**config.mk**
```make
export PLATFORM = sky130hd
export DESIGN_NAME = rgb16_alpha_blend
export DESIGN_NICKNAME = d
export VERILOG_FILES = /design/src/rtl/rgbab_pkg.sv /design/src/rtl/rgbab_cfg.sv /design/src/rtl/rgbab_chan.sv /design/src/rtl/rgb16_alpha_blend.sv
export VERILOG_INCLUDE_DIRS = /design/src /design/src/rtl
export SDC_FILE = /design/constraint.sdc
export NUM_CORES = 1
export LEC_CHECK = 0
export ABC_CLOCK_PERIOD_IN_PS = 10700
export CAP_MARGIN = 10
export CORE_MARGIN = 5
export CORE_UTILIZATION = 45
export DETAILED_ROUTE_END_ITERATION = 8
export DONT_BUFFER_PORTS = 1
export RECOVER_POWER = 100
export SYNTH_ARGS = -nofsm -noshare
export SYNTH_HDL_FRONTEND = slang
export SYNTH_SLANG_ARGS = --single-unit
```
**constraint.sdc**
```tcl
create_clock -name clk -period 10.7 [get_ports clk]
set_input_delay 0 -clock clk [delete_from_list [all_inputs] [get_ports clk]]
set_output_delay 0 -clock clk [all_outputs]
set_load 0.02 [all_outputs]
```
**src/rtl/rgb16_alpha_blend_macros.svh**
```systemverilog
// assertion macros for the rgb16 alpha blender
`ifndef RGB16_ALPHA_BLEND_MACROS_SVH
`define RGB16_ALPHA_BLEND_MACROS_SVH

`ifndef NO_ASSERTIONS
// same-cycle implication
`define RGBAB_ASSERT_SAME(label, clk, rst, ante, cons) \
  label: assert property (@(posedge clk) disable iff (rst) (ante) |-> (cons)) \
    else $error("rgb16_alpha_blend: assertion failed");
// next-cycle implication
`define RGBAB_ASSERT_NEXT(label, clk, rst, ante, cons) \
  label: assert property (@(posedge clk) disable iff (rst) (ante) |=> (cons)) \
    else $error("rgb16_alpha_blend: assertion failed");
`else
`define RGBAB_ASSERT_SAME(label, clk, rst, ante, cons)
`define RGBAB_ASSERT_NEXT(label, clk, rst, ante, cons)
`endif

`endif

```
**src/rtl/rgbab_pkg.sv**
```systemverilog
`timescale 1ns / 1ps

package rgbab_pkg;

  localparam int unsigned PIX_W   = 16;
  localparam int unsigned ALPHA_W = 8;
  localparam int unsigned CFG_IDX_W  = 3;
  localparam int unsigned CFG_DATA_W = 8;

  localparam logic [PIX_W-1:0] MASK_R_565 = 16'hF800;
  localparam logic [PIX_W-1:0] MASK_G_565 = 16'h07E0;
  localparam logic [PIX_W-1:0] MASK_R_555 = 16'h7C00;
  localparam logic [PIX_W-1:0] MASK_G_555 = 16'h03E0;
  localparam logic [PIX_W-1:0] MASK_B     = 16'h001F;

  localparam logic [ALPHA_W-1:0] ALPHA_OPAQUE = 8'hFF;
  localparam logic [ALPHA_W-1:0] ALPHA_CLEAR  = 8'h00;

  // blend modes
  localparam logic [1:0] MODE_OVER  = 2'd0;
  localparam logic [1:0] MODE_THREE = 2'd1;
  localparam logic [1:0] MODE_CONST = 2'd2;

  // register indexes
  localparam logic [CFG_IDX_W-1:0] REG_BLEND_MODE = 3'd0;
  localparam logic [CFG_IDX_W-1:0] REG_CONST_ALPHA = 3'd1;
  localparam logic [CFG_IDX_W-1:0] REG_SRC_555 = 3'd2;
  localparam logic [CFG_IDX_W-1:0] REG_DEST_555 = 3'd3;
  localparam logic [CFG_IDX_W-1:0] REG_BKG_555 = 3'd4;

  typedef enum logic [1:0] {
    CH_RED,
    CH_GREEN,
    CH_BLUE
  } channel_t;

  typedef struct packed {
    logic [PIX_W-1:0]   source_pixel;
    logic [PIX_W-1:0]   dest_pixel;
    logic [PIX_W-1:0]   background_pixel;
    logic [ALPHA_W-1:0] alpha_value;
  } pixel_in_t;

  typedef struct packed {
    logic             write_enable;
    logic [PIX_W-1:0] out_pixel;
  } pixel_out_t;

  typedef struct packed {
    logic [1:0]         blend_mode;
    logic [ALPHA_W-1:0] constant_alpha;
    logic               source_is_555;
    logic               dest_is_555;
    logic               background_is_555;
  } cfg_t;

  function automatic logic [PIX_W-1:0] layout_mask(input logic is555, input channel_t ch);
    logic [PIX_W-1:0] m;
    case (ch)
      CH_RED:   m = is555 ? MASK_R_555 : MASK_R_565;
      CH_GREEN: m = is555 ? MASK_G_555 : MASK_G_565;
      default:  m = MASK_B;
    endcase
    return m;
  endfunction

endpackage

```
**src/rtl/rgbab_cfg.sv**
```systemverilog
`timescale 1ns / 1ps

module rgbab_cfg (
  input  logic                               clk,
  input  logic                               rst,
  input  logic                               cfg_valid,
  output logic                               cfg_ready,
  input  logic [rgbab_pkg::CFG_IDX_W-1:0]    cfg_index,
  input  logic [rgbab_pkg::CFG_DATA_W-1:0]   cfg_data,
  output rgbab_pkg::cfg_t                    cfg
);
  import rgbab_pkg::*;

  assign cfg_ready = 1'b1;

  always_ff @(posedge clk) begin
    if (rst) begin
      cfg.blend_mode        <= MODE_OVER;
      cfg.constant_alpha    <= ALPHA_OPAQUE;
      cfg.source_is_555     <= 1'b0;
      cfg.dest_is_555       <= 1'b0;
      cfg.background_is_555 <= 1'b0;
    end else if (cfg_valid && cfg_ready) begin
      case (cfg_index)
        REG_BLEND_MODE:  cfg.blend_mode        <= cfg_data[1:0];
        REG_CONST_ALPHA: cfg.constant_alpha    <= cfg_data;
        REG_SRC_555:     cfg.source_is_555     <= cfg_data[0];
        REG_DEST_555:    cfg.dest_is_555       <= cfg_data[0];
        REG_BKG_555:     cfg.background_is_555 <= cfg_data[0];
        default: ;
      endcase
    end
  end

endmodule

```
**src/rtl/rgbab_chan.sv**
```systemverilog
`timescale 1ns / 1ps

module rgbab_chan (
  input  logic [rgbab_pkg::PIX_W-1:0]   src_pixel,
  input  logic [rgbab_pkg::PIX_W-1:0]   low_pixel,
  input  logic [rgbab_pkg::PIX_W-1:0]   src_mask,
  input  logic [rgbab_pkg::PIX_W-1:0]   low_mask,
  input  logic [rgbab_pkg::PIX_W-1:0]   dest_mask,
  input  logic [rgbab_pkg::ALPHA_W:0]   alpha_p1,
  output logic [rgbab_pkg::PIX_W-1:0]   chan_bits
);
  import rgbab_pkg::*;

  logic signed [PIX_W:0]         s;
  logic signed [PIX_W:0]         d;
  logic signed [PIX_W:0]         diff;
  logic signed [ALPHA_W+1:0]     a;
  logic signed [PIX_W+ALPHA_W+2:0] prod;
  logic signed [PIX_W+2:0]       sum;

  // channel bits stay in place, no shift down
  assign s    = $signed({1'b0, src_pixel & src_mask});
  assign d    = $signed({1'b0, low_pixel & low_mask});
  assign diff = s - d;
  assign a    = $signed({1'b0, alpha_p1});
  assign prod = diff * a;
  // upper bits of the signed product give the floored divide by 256
  assign sum  = prod[PIX_W+ALPHA_W+2:ALPHA_W] + {{2{d[PIX_W]}}, d};
  assign chan_bits = sum[PIX_W-1:0] & dest_mask;

endmodule

```
**src/rtl/rgb16_alpha_blend.sv**
```systemverilog
`timescale 1ns / 1ps
// rgb16_alpha_blend: from start to done a pixel passes the input register, then the result register
// throughput one pixel per clock while busy is low; three channel multiplies run in parallel in one stage
// busy is high during reset and for the first cycle after it, low otherwise
// rst is synchronous: clears the pipeline valids and loads the register reset values
// done strobes for one cycle per pixel; the receiver cannot stall
`include "rgb16_alpha_blend_macros.svh"

module rgb16_alpha_blend (
  input  logic                              clk,
  input  logic                              rst,
  input  logic                              start,
  output logic                              busy,
  input  rgbab_pkg::pixel_in_t              in_item,
  output logic                              done,
  output rgbab_pkg::pixel_out_t             result,
  input  logic                              cfg_valid,
  output logic                              cfg_ready,
  input  logic [rgbab_pkg::CFG_IDX_W-1:0]   cfg_index,
  input  logic [rgbab_pkg::CFG_DATA_W-1:0]  cfg_data
);
  import rgbab_pkg::*;

  cfg_t             cfg;
  logic             s1_valid;
  pixel_in_t        s1;
  logic             accept;
  logic [ALPHA_W:0] alpha_p1;
  logic [PIX_W-1:0] low_pixel;
  logic             low_is_555;
  logic [PIX_W-1:0] blend_pixel;
  logic [2:0][PIX_W-1:0] chan_bits;
  pixel_out_t       result_next;

  rgbab_cfg u_cfg (
    .clk       (clk),
    .rst       (rst),
    .cfg_valid (cfg_valid),
    .cfg_ready (cfg_ready),
    .cfg_index (cfg_index),
    .cfg_data  (cfg_data),
    .cfg       (cfg)
  );

  assign accept = start && !busy;

  always_ff @(posedge clk) begin
    if (rst) begin
      busy     <= 1'b1;
      s1_valid <= 1'b0;
      done     <= 1'b0;
    end else begin
      busy     <= 1'b0;
      s1_valid <= accept;
      done     <= s1_valid;
    end
  end

  always_ff @(posedge clk) begin
    if (accept) begin
      s1 <= in_item;
    end
    result <= result_next;
  end

  always_comb begin
    if (cfg.blend_mode == MODE_CONST) begin
      alpha_p1 = {1'b0, cfg.constant_alpha} + 9'd1;
    end else begin
      alpha_p1 = {1'b0, s1.alpha_value} + 9'd1;
    end
    if (cfg.blend_mode == MODE_THREE) begin
      low_pixel  = s1.background_pixel;
      low_is_555 = cfg.background_is_555;
    end else begin
      low_pixel  = s1.dest_pixel;
      low_is_555 = cfg.dest_is_555;
    end
  end

  for (genvar k = 0; k < 3; k++) begin : g_chan
    rgbab_chan u_chan (
      .src_pixel (s1.source_pixel),
      .low_pixel (low_pixel),
      .src_mask  (layout_mask(cfg.source_is_555, channel_t'(k))),
      .low_mask  (layout_mask(low_is_555, channel_t'(k))),
      .dest_mask (layout_mask(cfg.dest_is_555, channel_t'(k))),
      .alpha_p1  (alpha_p1),
      .chan_bits (chan_bits[k])
    );
  end

  assign blend_pixel = chan_bits[0] | chan_bits[1] | chan_bits[2];

  always_comb begin
    result_next.write_enable = 1'b1;
    result_next.out_pixel    = s1.dest_pixel;
    case (cfg.blend_mode)
      MODE_OVER: begin
        if (s1.alpha_value == ALPHA_OPAQUE) begin
          result_next.out_pixel = s1.source_pixel;
        end else if (s1.alpha_value == ALPHA_CLEAR) begin
          result_next.write_enable = 1'b0;
        end else begin
          result_next.out_pixel = blend_pixel;
        end
      end
      MODE_THREE: begin
        if (s1.alpha_value == ALPHA_OPAQUE) begin
          result_next.out_pixel = s1.source_pixel;
        end else if (s1.alpha_value == ALPHA_CLEAR) begin
          result_next.out_pixel = s1.background_pixel;
        end else begin
          result_next.out_pixel = blend_pixel;
        end
      end
      MODE_CONST: begin
        result_next.out_pixel = blend_pixel;
      end
      default: begin
        result_next.write_enable = 1'b0;
      end
    endcase
  end

  // every transfer yields exactly one strobe, after the input register and the result register
  `RGBAB_ASSERT_NEXT(a_latency, clk, rst, accept, ##1 done)
  `RGBAB_ASSERT_SAME(a_no_spurious, clk, rst, done, $past(accept, 2))
  // alpha over destination with clear alpha never writes
  `RGBAB_ASSERT_NEXT(a_clear_drop, clk, rst,
    s1_valid && cfg.blend_mode == MODE_OVER && s1.alpha_value == ALPHA_CLEAR,
    !result.write_enable)
  // opaque alpha in the per-pixel modes copies the source as is
  `RGBAB_ASSERT_NEXT(a_opaque_copy, clk, rst,
    s1_valid && (cfg.blend_mode == MODE_OVER || cfg.blend_mode == MODE_THREE) &&
    s1.alpha_value == ALPHA_OPAQUE,
    result.out_pixel == $past(s1.source_pixel))

endmodule

```
== Yosys cells after proc, flatten, opt, wreduce, memory -nomap -nowiden ==
Index checks and enable logic that the tools add are counted.

* Input port bits: 71
* Output and inout port bits: 20
* Memories: 0
* Register bits: 89
* Latch bits: 0
* Memory bits (read-only): 0
* RAM bits: 0

* Mux-type cells: 18
* Bitwise gates (word level): 8
* Add/subtract/negate cells: 8
* Equality and inequality tests: 7
* Reductions and logical operators: 11
* Div/mod/pow operators: 0
* Shifts and indexed selects: 0
* $lt $le $gt $ge: 0
* $mul: 3

{| class="wikitable"
|+ Operator list
! kind !! number
|-
| 16-bit 2-to-1 mux || 8
|-
| 16-bit by 11-bit AND with 16-bit output || 3
|-
| 16-bit AND || 3
|-
| 17-bit by 10-bit multiplier with 24-bit output || 2
|-
| 16-bit one-hot mux with 3 select lines || 1
|-
| 16-bit by 16-bit subtractor with 17-bit output || 2
|-
| 11-bit 2-to-1 mux || 3
|-
| 16-bit adder || 2
|-
| 8-bit by 1-bit adder with 9-bit output (second input constant) || 2
|-
| 16-bit OR || 1
|-
| 16-bit by 5-bit OR with 16-bit output || 1
|-
| 6-bit by 10-bit multiplier with 13-bit output || 1
|-
| 2-bit AND reduction || 5
|-
| 9-bit 2-to-1 mux || 1
|-
| 8-bit == test (second input constant) || 1
|-
| 8-bit logical NOT || 1
|-
| 3-bit by 2-bit == test with 1-bit output (second input constant) || 2
|-
| 5-bit by 5-bit subtractor with 6-bit output || 1
|-
| 5-bit adder || 1
|-
| 1-bit 2-to-1 mux || 4
|-
| 3-bit by 1-bit == test with 1-bit output (second input constant) || 1
|-
| 3-bit == test (second input constant) || 1
|-
| 3-bit logical NOT || 1
|-
| 2-bit by 1-bit == test with 1-bit output (second input constant) || 1
|-
| other kinds (6) || 6
|}

== Depth between registers and ports, before layout ==
* Word-level depth: 13
* Mapped depth: 40
* Depth with buffers taken out: 37

== Cells and area by module ==
A second synthesis with hierarchy kept.

* Cell total of the unflattened synthesis: 2,668
* Area, all modules: 23,462.5 um2

{| class="wikitable"
|+ By module, submodules not included
! module !! area an instance (um2) !! instances !! seq. area each (um2) !! cells each
|-
| rgbab_chan at g_chan[2].u_chan || 6,454.9 || 1 || 0.0 || 783
|-
| rgbab_chan at g_chan[1].u_chan || 6,452.4 || 1 || 0.0 || 776
|-
| rgbab_chan at g_chan[0].u_chan || 6,403.6 || 1 || 0.0 || 768
|-
| rgb16_alpha_blend || 3,573.4 || 1 || 2,082.0 || 282
|-
| rgbab_cfg || 578.1 || 1 || 260.2 || 59
|}

== Worst setup path before layout ==
No wires, ideal clock.

* Path type: flip-flop to flip-flop
* Start point: reg, netlist name u_cfg.cfg[12]
* End point: reg result[15] (netlist bit)
* Cell stages (with the launch flop): 40
* Setup time: 0.096 ns
* Data required time: 10.604 ns
* Data arrival time: 8.041 ns
* Path buffers: 3
* Slack: 2.564 ns
* Clock period less this slack: 8.136 ns
* Cells stage by stage: dfxtp_1 > inv_1 > ha_1 > buf_4 > clkbuf_1 > clkbuf_1 > nand3_1 > o21ai_0 > ha_1 > inv_1 > ha_1 > a21oi_1 > o21ai_0 > or2_2 > xor2_1 > nand2_1 > fa_1 > inv_1 > (+4 left out) > fa_1 > inv_1 > ha_1 > o211ai_1 > nor4_4 > o31ai_2 > a21boi_1 > o21a_1 > o21a_1 > nor2_1 > ha_1 > or2_2 > a21oi_1 > a21oi_2 > xnor2_1 > xnor2_1 > xnor2_1 > o41ai_2

{| class="wikitable"
|+ RTL lines
! item !! RTL line !! RTL
|-
| end signal: assignment || rgb16_alpha_blend.sv:63 || <nowiki>result <= result_next;</nowiki>
|-
| end: declaration || rgb16_alpha_blend.sv:16 || <nowiki>output rgbab_pkg::pixel_out_t result,</nowiki>
|}

==> impl_results.md <==
* Status: complete, but fails checks
* Failing checks: max-capacitance violations, max-slew violations
* Post-route ant nets at 0
* # H-tree levels at 3
* Worst Hold Depth at 5
* Mean Syn Cell Area at just over 9 um^2
* Largest net degree at the start of global routing at 36
* Chip Width at around 170 um
* Final WS setup at between 900 and 1000 ps
* Reg clk slew, reported paths at about 70 ps
* Fill cells at ~2300
* Pre-antenna DRT Iters at 5
* Worst setup SP type: register
* Top-area cell type share of the netlist area at 0.224
* WL met2 at 13600 um
* Clk_lat worst skew at between 300 and 400 ps
* Synth top area cells: fa_1, edfxtp_1, ha_1
* Final worst path period share at 0.908
* Mapped cell area at about 11000 um^2
* Final worst path period need at between 9000 and 10000 ps
* Relative max-transition margin at -0.984
* Multi-input gate area at 7890 um^2
* Most frequent cells in the layout: inv_1, fa_1, nand2_1
* Yosys top cell by area: fa_1
* # diodes at 0
* Unrepaired setup endpoints after global routing: false
* Number of synthesized flops with an enable pin at 56
* Die footprint at between 20000 and 30000 um^2
* Ports at 91
* FP Rows at 57
* Clock Path Buffers at 2
* Crit path largest cell delay at 1000 ps
* Seq/Total Area, Yosys at 0.210
* Achievable frequency at 0.103 GHz
* Worst path required time at ~11000 ps
* Post-Route WL at 29400 um
* Vias in the first global route at 8783
* Post-synthesis to final-layout area growth at 12.3%
* Met3 wire len at around 1700 um
* Max-cap violation count at 1
* DP Worst Slack at between 1500 and 2000 ps
* Post-synth net total at 1519
* Die height at 167 um
* Dpl cells at 1510
* Least-Margin Pin Slew at a little under 3000 ps
* Via density at roughly 5.3
* Initial core utilization at 0.457
* DRT iter0 DRCs at around 500
* Reg2reg start: u_cfg.cfg[11]$_SDFFE_PP0P_
* Synthesized flop and latch total at 89
* Final Max Tran Viols at 36
* CP max stage cell: mux2i_1
* Post-CTS Setup Inserts at 0
* Top_reg_cell synth: edfxtp_1
* Cell count after synthesis at around 1200
* Hold Crit Endpoint: u_cfg.cfg[11]$_SDFFE_PP0P_
* Commonest non-fill, non-tap cell in the layout: inv_1
* Clock sink count at 89
* Residual DRC at 0
* Initial antenna violation count at 0
* Yosys Warn Count at 0
* First-pass GRT wire length at slightly below 50000 um
* Final Hold Fails at 0
* Worst Path Arrival at between 9000 and 10000 ps
* Hold Path Origin: cfg_index[1]
* Reg2Reg Depth at 34
* DP HPWL at between 20000 and 25000 um
* Setup TNS at 0 ps
* Crit. End Element: register
* GPL Wtd Cong at a little under 0.9
* Final Skew at 13.3 ps
* CTS Buf Count at 9
* Hold Path Class: in2reg
* Async SR Flop Fraction at 0
* Final setup violation count at 0
* Core outline area at 24400 um^2
* Nets at 1582
* Crit path max fanout at 24
* R2R setup slack at approximately 1000 ps
* Critical path class: reg2reg
* I/O Buffers at 0
* Max Used Layer: met4
* GRT Total Usage at 0.214
* WL/cell at between 15 and 20 um
* Synth cell types at 77
* Fraction of layout cells with a size suffix above 1 at 0.0495
* Clk root buf: clkbuf_16
* Non-filler cells, final at roughly 1600
* Sequential cell area at between 2000 and 2500 um^2
* WL met1 at 13600 um
* Total grt overflow at 0
* Capture point of the worst reg-to-reg path: result[4]$_DFF_P_
* Via count at between 8000 and 9000
* CTS tree: built
worst max path at each step:
stage                               startpoint            endpoint  slack [ps]  cells past startpoint
floorplan           u_cfg.cfg[12]$_SDFFE_PP0P_  result[15]$_DFF_P_        2560                     39
global placement    u_cfg.cfg[11]$_SDFFE_PP0P_   result[4]$_DFF_P_        1630                     34
detailed placement  u_cfg.cfg[11]$_SDFFE_PP0P_  result[15]$_DFF_P_        1590                     31
CTS                 u_cfg.cfg[11]$_SDFFE_PP0P_  result[15]$_DFF_P_        1580                     31
global route        u_cfg.cfg[11]$_SDFFE_PP0P_  result[15]$_DFF_P_         520                     32
finish              u_cfg.cfg[11]$_SDFFE_PP0P_   result[4]$_DFF_P_         980                     34
cell type report:
type	instances	share of cell area
multi-input cells	881	0.630
flip-flops and latches	89	0.187
repair buffers	84	0.0636
inverters	203	0.0610
well taps	324	0.0324
clock buffers	10	0.0183
clock inverters	6	0.00769
state kept, by name, indices dropped and copies added (netlist names):
name       flops
u_cfg.cfg     13
busy           1
done           1
s1_valid       1
s1            56
result        17
cell families after synthesis:
| group | synth area share |
|---|---|
| adder cells (fa/ha/maj) | 0.358 |
| multiplexers | 0.0241 |
| AND/OR/NAND/NOR | 0.149 |
| AO/OA/AOI/OAI | 0.107 |
| other | 0.000336 |
| XOR/XNOR | 0.0714 |
| buffers and inverters | 0.0807 |
| flip-flops | 0.210 |
cell usage after synthesis (3+ instances only):
cell type  count
a211o_1       11
a21o_1         8
a21oi_1       46
a21oi_2        4
a22oi_1        5
a31oi_1        3
a32o_1         3
and2_1        15
clkbuf_1      28
dfxtp_1       33
edfxtp_1      56
fa_1         125
ha_1         118
inv_1        202
mux2_2        10
mux2i_1       12
nand2_1      124
nand2b_1      18
nand3_1       10
nand4_1        3
nand4b_1       5
nor2_1       119
nor2b_1       23
nor3_1        10
nor4_1         5
o211ai_1       3
o21a_1         5
o21ai_0       40
o21ai_1        4
o22ai_1        6
o31ai_1        5
or2_2          6
xnor2_1       62
xor2_1        22
repair_timing:
item	4_1_cts	5_1_grt
endpoints found under the hold margin	72	0
gates resized for setup	0	0
hold buffers	71	0
critical path: cells and delay by family (launching register included):
family / cells / cell delay (ps)
and+or+nand+nor: 7 / 1010
buffers and inverters: 6 / 1270
muxes: 1 / 1000
adders and majority gates: 8 / 3220
DFF: 1 / 330
AOI/OAI and AO/OA: 6 / 1210
xor gates and xnor gates: 6 / 1560
stage by stage:
stage / instance area (um^2) / hold slack [ps] / utilization
final: 12500 / 61.9 / 0.514
after floorplan: 11200 / 27.7 / -
after global routing: 12500 / 88.2 / 0.514
after CTS: 12600 / 33.4 / 0.515
after global placement: 11500 / 29.7 / 0.473
after detailed placement: 11500 / 29.9 / 0.473
metal layers:
metal / global-route usage / vias to the layer above
met2: 0.346 / 247
met1: 0.308 / 4172
li1: - / 4063
met3: 0.0316 / 36
met4: 0.0469 / 0
met5: 0 / -
Power is left out: the tool's default activity adds up to more than one toggle a clock period on the data nets, which glitch-free logic cannot reach.
